`src/rtl/shk_pkg.sv`:
```
// Shared constants, payload types and control types of the string key hash set.
`timescale 1ns / 1ps
package shk_pkg;

    localparam int BUCKETS       = 8;
    localparam int CAPACITY      = 64;
    localparam int MAX_KEY_BYTES = 29;

    localparam int KEY_BYTES  = 29;
    localparam int KEY_BITS   = KEY_BYTES * 8;
    localparam int WORD_W     = 64;
    localparam int WORD3_W    = 40;
    localparam int WORDS      = 4;
    localparam int WORD_IDX_W = 2;
    localparam int LEN_W      = 5;
    localparam int BKT_W      = 3;
    localparam int ADDR_W     = (CAPACITY > 1) ? $clog2(CAPACITY) : 1;
    localparam int SUM_W      = $clog2(MAX_KEY_BYTES * 255 + 1);

    typedef enum logic [1:0] {
        CMD_INSERT = 2'd0,
        CMD_DELETE = 2'd1,
        CMD_MEMBER = 2'd2,
        CMD_CLEAR  = 2'd3
    } t_cmd;

    typedef enum logic [2:0] {
        ST_IDLE,
        ST_HASH,
        ST_SCAN,
        ST_DRAIN,
        ST_COMMIT,
        ST_DONE
    } t_state;

    typedef struct packed {
        t_cmd                cmd;
        logic [LEN_W-1:0]    key_len;
        logic [WORD_W-1:0]   key_word0;
        logic [WORD_W-1:0]   key_word1;
        logic [WORD_W-1:0]   key_word2;
        logic [WORD3_W-1:0]  key_word3;
    } t_in;

    typedef struct packed {
        logic             found;
        logic             status;
        logic [BKT_W-1:0] bucket_index;
    } t_out;

    typedef struct packed {
        logic [LEN_W-1:0]    len;
        logic [BKT_W-1:0]    bkt;
        logic [KEY_BITS-1:0] key;
    } t_entry;

    typedef struct packed {
        logic                  load;
        logic                  hash_en;
        logic [WORD_IDX_W-1:0] hash_word;
        logic                  rd_en;
        logic [ADDR_W-1:0]     rd_addr;
        logic                  commit;
        logic                  out_load;
    } t_dp_cmd;

    typedef struct packed {
        logic is_clear;
        logic out_free;
    } t_dp_sts;

endpackage

```
`src/rtl/shk_ctrl.sv`:
```
// Sequencer of the hash set: key hashing, store scan, commit and result hand-off.
`timescale 1ns / 1ps
module shk_ctrl (
    input  logic             i_clk,
    input  logic             i_rst_n,
    input  logic             i_in_valid,
    output logic             o_in_stall,
    input  shk_pkg::t_dp_sts i_sts,
    output shk_pkg::t_dp_cmd o_cmd
);
    import shk_pkg::*;

    localparam logic [ADDR_W-1:0]     LAST_ADDR = ADDR_W'(CAPACITY - 1);
    localparam logic [WORD_IDX_W-1:0] LAST_WORD = WORD_IDX_W'(WORDS - 1);

    t_state                r_state, n_state;
    logic [WORD_IDX_W-1:0] r_word, n_word;
    logic [ADDR_W-1:0]     r_addr, n_addr;

    always_ff @(posedge i_clk) begin
        if (!i_rst_n) begin
            r_state <= ST_IDLE;
            r_word  <= '0;
            r_addr  <= '0;
        end else begin
            r_state <= n_state;
            r_word  <= n_word;
            r_addr  <= n_addr;
        end
    end

    always_comb begin
        n_state         = r_state;
        n_word          = r_word;
        n_addr          = r_addr;
        o_cmd           = '0;
        o_cmd.hash_word = r_word;
        o_cmd.rd_addr   = r_addr;
        case (r_state)
            ST_IDLE: begin
                if (i_in_valid) begin
                    o_cmd.load = 1'b1;
                    n_word     = '0;
                    n_state    = ST_HASH;
                end
            end
            ST_HASH: begin
                o_cmd.hash_en = 1'b1;
                n_word        = r_word + 1'b1;
                if (r_word == LAST_WORD) begin
                    n_addr  = '0;
                    n_state = i_sts.is_clear ? ST_COMMIT : ST_SCAN;
                end
            end
            ST_SCAN: begin
                o_cmd.rd_en = 1'b1;
                if (r_addr == LAST_ADDR) begin
                    n_state = ST_DRAIN;
                end else begin
                    n_addr = r_addr + 1'b1;
                end
            end
            // last compare lands here
            ST_DRAIN: begin
                n_state = ST_COMMIT;
            end
            ST_COMMIT: begin
                o_cmd.commit = 1'b1;
                n_state      = ST_DONE;
            end
            ST_DONE: begin
                if (i_sts.out_free) begin
                    o_cmd.out_load = 1'b1;
                    n_state        = ST_IDLE;
                end
            end
            default: begin
                n_state = ST_IDLE;
            end
        endcase
    end

    assign o_in_stall = (r_state != ST_IDLE);

endmodule

```
`config.mk`:
```
export PLATFORM = sky130hd
export DESIGN_NAME = shk_ctrl
export DESIGN_NICKNAME = d
export VERILOG_FILES = /design/src/rtl/shk_pkg.sv /design/src/rtl/shk_ctrl.sv
export SDC_FILE = /design/constraint.sdc
export NUM_CORES = 1
export LEC_CHECK = 0
export ABC_AREA = 1
export BUFFER_PORTS_ARGS = -buffer_cell sky130_fd_sc_hd__buf_2
export CAP_MARGIN = 10
export CELL_PAD_IN_SITES_DETAIL_PLACEMENT = 2
export CELL_PAD_IN_SITES_GLOBAL_PLACEMENT = 2
export CORE_MARGIN = 2
export CORE_UTILIZATION = 28
export DETAILED_ROUTE_END_ITERATION = 16
export GPL_ROUTABILITY_DRIVEN = 0
export PLACE_DENSITY = 0.91
export SLEW_MARGIN = 20
export SYNTH_ARGS = -nofsm -noshare
export SYNTH_HDL_FRONTEND = slang
export SYNTH_SLANG_ARGS = --single-unit
```
`constraint.sdc`:
```
create_clock -name i_clk -period 2.4 [get_ports i_clk]
set_clock_uncertainty 0.05 [all_clocks]
set_input_delay 0.24 -clock i_clk [delete_from_list [all_inputs] [get_ports i_clk]]
set_output_delay 0.24 -clock i_clk [all_outputs]
set_load 0.05 [all_outputs]
```
==> out/results.ini, run 1 <==
[grt]
grt_pass1_wl_mm=4.10
antenna_found_initial=0
grt_overflow=0
gr-usage-all-layers=0.167
grt_pass1_vias=855
grt_max_degree=9

[cts]
cts_setup_buffers=0
insertion_delay_ps=280
cts_max_level=1
clk_pin_slew_ps=70
cts_tree=built
root_buffer=clkbuf_4
post_cts_resized=0
clock_sinks=11
clk_path_buf_depth=2
postCtsHoldBufs=0
numCtsBuffers=3

[yosys]
synth_area_um2=738
synth_nets=119
synth-seq-area-share=0.298
synthCells=112
ys_warn_count=0
ys_seq_elements=11
ys_types=20
syn_avg_cell_area_um2=6.59

[routing]
drt-initial-drc-count=3
viasPerCell=4.86
ant_nets=0
drc_errors=0
wirelength_mm=2.42
num_vias=792
detail_route.wl_per_cell_um=14.9
drt_pass1_iterations=4

[finish]
drive_above_1_share=0.256
area_growth_pct=19.3
diodes=0
final_nets=141

[setup_path]
cp.buffers_inverters=2
worstSetupPathType=flip-flop to primary output
ff2ff_path_depth=10
crit_cells=3
crit_path_cell_trace=nand3_4 > inv_4 > buf_2
crit_required_ps=2110
cp_max_fo=8
critical_path_arrival_ps=1490
slowest_delay_ps=620
start_kind=flip-flop
path_delay_family=flip-flops
timing.rr.start=r_addr[0]
critPathSlowestCell=dfxtp_1
endpoint_kind=primary output
startpoint=r_state[1]

[timing]
min_period_over_period=0.741
setup_viol_count_final=0
maxSlewHeadroom=0.679
fin_crit_ps=1780
hold_viol=0
fmax_mhz=562
slew_violations=0
timing.hold.ws_ps=207
rsz0062_at_grt=no
tightest_slew_ps=480
tns_ps=0

[power]
peakVddDrop_uv=525
p_int_mw=0.451
clkPwrFrac=0.124
p_switching_mw=0.608
powerDensity_mw_per_mm2=1200
p_leak_nw=0.468
switching_share=0.574
seqPwrFrac=0.260
power_frac_comb=0.616

[flow_run]
maxCapViolCount=0

[worst_hold_path]
hold_depth=3
hp-start=i_rst_n
holdCritPathClass=primary input to flip-flop

[placed_design]
hpwlAfterDp_mm=1.86
port_buffers=18

[floorplan]
die_w_um=55.3
design.core.area_mm2=0.00248
fp-row-count=18
dieArea_mm2=0.00306
dieHeight_um=55.3
ios=19
initial_core_util=0.298

[status]
outcome=complete, no violations

## worst reg2reg max path, delay by kind of cell, from the launching register on
family / cells / cell delay, ps
adder cells (fa/ha/maj): 1 / 220
flip-flops: 1 / 390
AND/OR/NAND/NOR: 9 / 850
## registers in the layout (all words and copies together) (netlist names)
signal / flops
r_addr: 6
r_state: 3
r_word: 2
## stage by stage
| step | setup WS (ps) | cells | utilization | power, mW | instance area [um2] |
|---|---|---|---|---|---|
| 3_3_place_gp | 938 | 159 | 0.345 | 0.895 | 855 |
| 6_report | 621 | 163 | 0.356 | 1.06 | 881 |
| 5_1_grt | 442 | 163 | 0.356 | 1.14 | 881 |
| 3_5_place_dp | 867 | 159 | 0.345 | 0.936 | 855 |
| 4_1_cts | 603 | 163 | 0.356 | 1.07 | 881 |
| 2_1_floorplan | 276 | 112 | - | 0.790 | 738 |
## logic make-up after synthesis
family                     share of synthesized area
AOI/OAI and AO/OA                             0.0983
DFF                                            0.298
adders and majority gates                     0.0339
buffers and inverters                          0.110
and+or+nand+nor                                0.459
## cell type report
cell class,instances,area [um2]
Clock buffer,4,26.3
Sequential cell,11,220
Multi-Input combinational cell,82,437
Timing Repair Buffer,18,90.1
Fill cell,310,1600
Inverter,18,70.1
Tap cell,30,37.5
## cells in the mapped netlist
library cell | count | area share
inv_1 | 15 | 0.076
nand2_1 | 24 | 0.12
nand4_1 | 4 | 0.034
or2_2 | 2 | 0.017
nand2_4 | 2 | 0.031
nand2_2 | 3 | 0.025
dfxtp_1 | 11 | 0.30
inv_4 | 1 | 0.0085
inv_2 | 2 | 0.010
o21ai_0 | 3 | 0.020
o211ai_1 | 1 | 0.010
o21ai_1 | 1 | 0.0068
buf_6 | 1 | 0.015
ha_1 | 2 | 0.034
nand3_4 | 2 | 0.047
nor3_1 | 2 | 0.014
nor2_8 | 1 | 0.027
nand3_1 | 6 | 0.041
nor2_1 | 20 | 0.10
a21oi_1 | 9 | 0.061
## routing by layer
metal / part of all wire / routed length, um / track usage
met5: 0 / 0 / 0
met2: 0.51 / 1230 / 0.294
met4: 0.013 / 31 / 0.0209
met3: 0.023 / 55 / 0.0515
met1: 0.46 / 1110 / 0.204
## placed cells by master (no fill, tap or decap)
| cell type | instances |
|---|---|
| nor2_1 | 20 |
| clkbuf_1 | 1 |
| or2_2 | 2 |
| a21oi_1 | 9 |
| inv_2 | 2 |
| o21ai_1 | 1 |
| nand2_4 | 2 |
| inv_1 | 15 |
| inv_4 | 1 |
| nand3_4 | 2 |
| dfxtp_1 | 11 |
| clkbuf_4 | 3 |
| o211ai_1 | 1 |
| o21ai_0 | 3 |
| buf_2 | 18 |
| nand2_1 | 24 |
| nor3_1 | 2 |
| nor2_8 | 1 |
| nand4_1 | 4 |
| nand3_1 | 6 |
| ha_1 | 2 |
| nand2_2 | 3 |
## worst paths after layout
path | slack [ps] | end
worst max-delay path | 620 | o_cmd[8]
worst min-delay path | 210 | r_addr[5]
worst max register to register | 800 | r_state[1]
worst min register to register | 450 | r_word[1]
## power by group through the flow
stage                     Sequential, mW  Combinational [mW]  Clock, mW
after floorplan                    0.318               0.472          0
after global placement             0.276               0.619          0
after global routing               0.285               0.711      0.143
after detailed placement           0.281               0.655          0
final                              0.275               0.653      0.131
after CTS                          0.276               0.659      0.134
(Power assumes the default switching activity.)
==> inputs of run 2 (changes only) <==
Settings changed: CORE_UTILIZATION 28 to 24, PLACE_DENSITY 0.91 to 0.84.
Clock period 2.4 ns to 1.5 ns, I/O delays scaled along.
==> run 2 against run 1 <==
Count of clock-buffer cells in the layout unchanged. Worst hold slack worse by 90 ps. Via count up 6.3%. First-iteration DRC count rose to 3.0 times the previous value. Critical path type is now flip-flop to flip-flop. Critical endpoint is now r_state[1]. Highest routed layer unchanged.
==> out/results.ini, run 2 (synthesis gave the netlist of run 1 again) <==
[status]
outcome=complete, no violations

[routing]
drc_errors=0
ant_nets=0
drt-initial-drc-count=9
num_vias=842
viasPerCell=4.90
drt_pass1_iterations=4
wirelength_mm=2.80
detail_route.wl_per_cell_um=16.3

[timing]
min_period_over_period=0.994
hold_viol=0
slew_violations=0
rsz0062_at_grt=yes
maxSlewHeadroom=0.826
tightest_slew_ps=263
setup_viol_count_final=0
fmax_mhz=671
fin_crit_ps=1490

[flow_run]
maxCapViolCount=0

[finish]
regArea_um2=231
multi_input_area_um2=484
largestRegisters=r_addr: 6 flops, r_state: 3 flops, r_word: 2 flops
final_common_cell=nand2_1
area_growth_pct=35.6
fill_cells=366
final_cell_mix=nand2_1 (22), nor2_1 (16), inv_1 (15)
utilization=0.336
drive_above_1_share=0.381
final_nets=147
largest_reg_flops=6
top_register=r_addr
diodes=0
fin_area_mm2=0.00100
stdcell_count=172

[setup_path]
critical_path_arrival_ps=1610
start_kind=flip-flop
path_delay_family=simple AND/OR/NAND/NOR gates
endpoint_kind=flip-flop
slowest_delay_ps=370
ff2ff_path_depth=10
cpMostUsedCell=nand2_1
worstSetupPathType=flip-flop to flip-flop
critPathSlowestCell=dfxtp_4
cp.buffers_inverters=0
crit_required_ps=1620
crit_path_cell_trace=ha_4 > nand2_1 > nor2_2 > nand2_1 > nand2_2 > nand2_2 > nor2_2 > nand2_1 > nand2_1 > nor2_1
crit_cells=10
cp_max_fo=4

[cts]
numCtsBuffers=3
clk_path_buf_depth=2
clock_sinks=11
cts_max_level=1
cts_tree=built
root_buffer=clkbuf_4
insertion_delay_ps=280
clk_pin_slew_ps=80

[grt]
grt_max_degree=9
gr-usage-all-layers=0.161
grt_overflow=0
antenna_found_initial=0
grt_pass1_wl_mm=4.26
grt_pass1_vias=891

[power]
switching_share=0.571
peakVddDrop_uv=639
p_int_mw=0.823
total_power_mw=1.92
power_frac_comb=0.642
seqPwrFrac=0.242
clkPwrFrac=0.116
p_switching_mw=1.10
powerDensity_mw_per_mm2=1920
p_leak_nw=0.504

[floorplan]
fp-row-count=20
dieHeight_um=59.5
dieArea_mm2=0.00354
ios=19
die_w_um=59.5
design.core.area_mm2=0.00298
initial_core_util=0.248

[placed_design]
hpwlAfterDp_mm=1.96
port_buffers=18
place_inst=164
postPlaceCellArea_um2=902

[worst_hold_path]
hold_depth=3
holdCritPathClass=primary input to flip-flop

run 2: changes by cell type in the layout (fill, tap and decap cells not counted), moves of 2 or more:
| cell | change |
|---|---|
| nand2_1 | -2 |
| nor2_4 | +2 |
| dfxtp_4 | +2 |
| nor2_2 | +2 |
| nor2_1 | -4 |
| dfxtp_1 | -5 |
| dfxtp_2 | +3 |
| buf_2 | -4 |
| buf_4 | +9 |
run 2: worst register-to-register path: stages, from the launching register on:
cell	delay, ps
dfxtp_4	370
ha_4	140
nand2_1	80
nor2_2	120
nand2_1	80
nand2_2	100
nand2_2	70
nor2_2	180
nand2_1	70
nand2_1	70
nor2_1	50
run 2: layout make-up:
type,instances,share of cell area
multi-input cells,82,0.484
well taps,33,0.0413
repair buffers,24,0.145
inverters,18,0.0725
flip-flops and latches,11,0.231
clock buffers,4,0.0263
run 2: power groups by stage:
stage	registers, mW	logic (mW)	clock network, mW
after CTS	0.449	1.15	0.228
after global routing	0.473	1.32	0.245
after detailed placement	0.451	1.10	0
after global placement	0.443	1.04	0
after floorplan	0.512	0.799	0
final	0.464	1.23	0.223
run 2: through the flow:
step | hold WS, ps | setup TNS (ps) | setup slack (ps)
after floorplan | 218 | 0 | 2.77
after global placement | 395 | 0 | 14.3
after detailed placement | 403 | -337 | -72.2
after CTS | 98.5 | 0 | 10.7
after global routing | 106 | -141 | -93.8
final | 117 | 0 | 8.97
run 2: worst paths after layout:
| check | startpoint | end | slack, ps |
|---|---|---|---|
| setup reg to reg | r_addr[1] | r_state[1] | 9 |
| setup / recovery | r_addr[1] | r_state[1] | 9 |
| hold reg to reg | r_word[1] | r_word[1] | 450 |
| hold / removal | i_rst_n | r_addr[0] | 120 |
run 2: routing by layer:
metal / GRT usage / vias up / share of wire
met2: 0.283 / 3 / 0.54
li1: - / 412 / -
met1: 0.197 / 425 / 0.45
met3: 0.0153 / 2 / 0.0071
met5: 0 / - / 0
met4: 0.0682 / 0 / 0.0086
run 2: what timing repair did:
| item | CTS | global route |
|---|---|---|
| setup buffers | 0 | 4 |
| resized for setup | 6 | 8 |
| hold buffers | 0 | 0 |
| pin swaps | 0 | 2 |
| endpoints found under the setup margin | 14 | 7 |
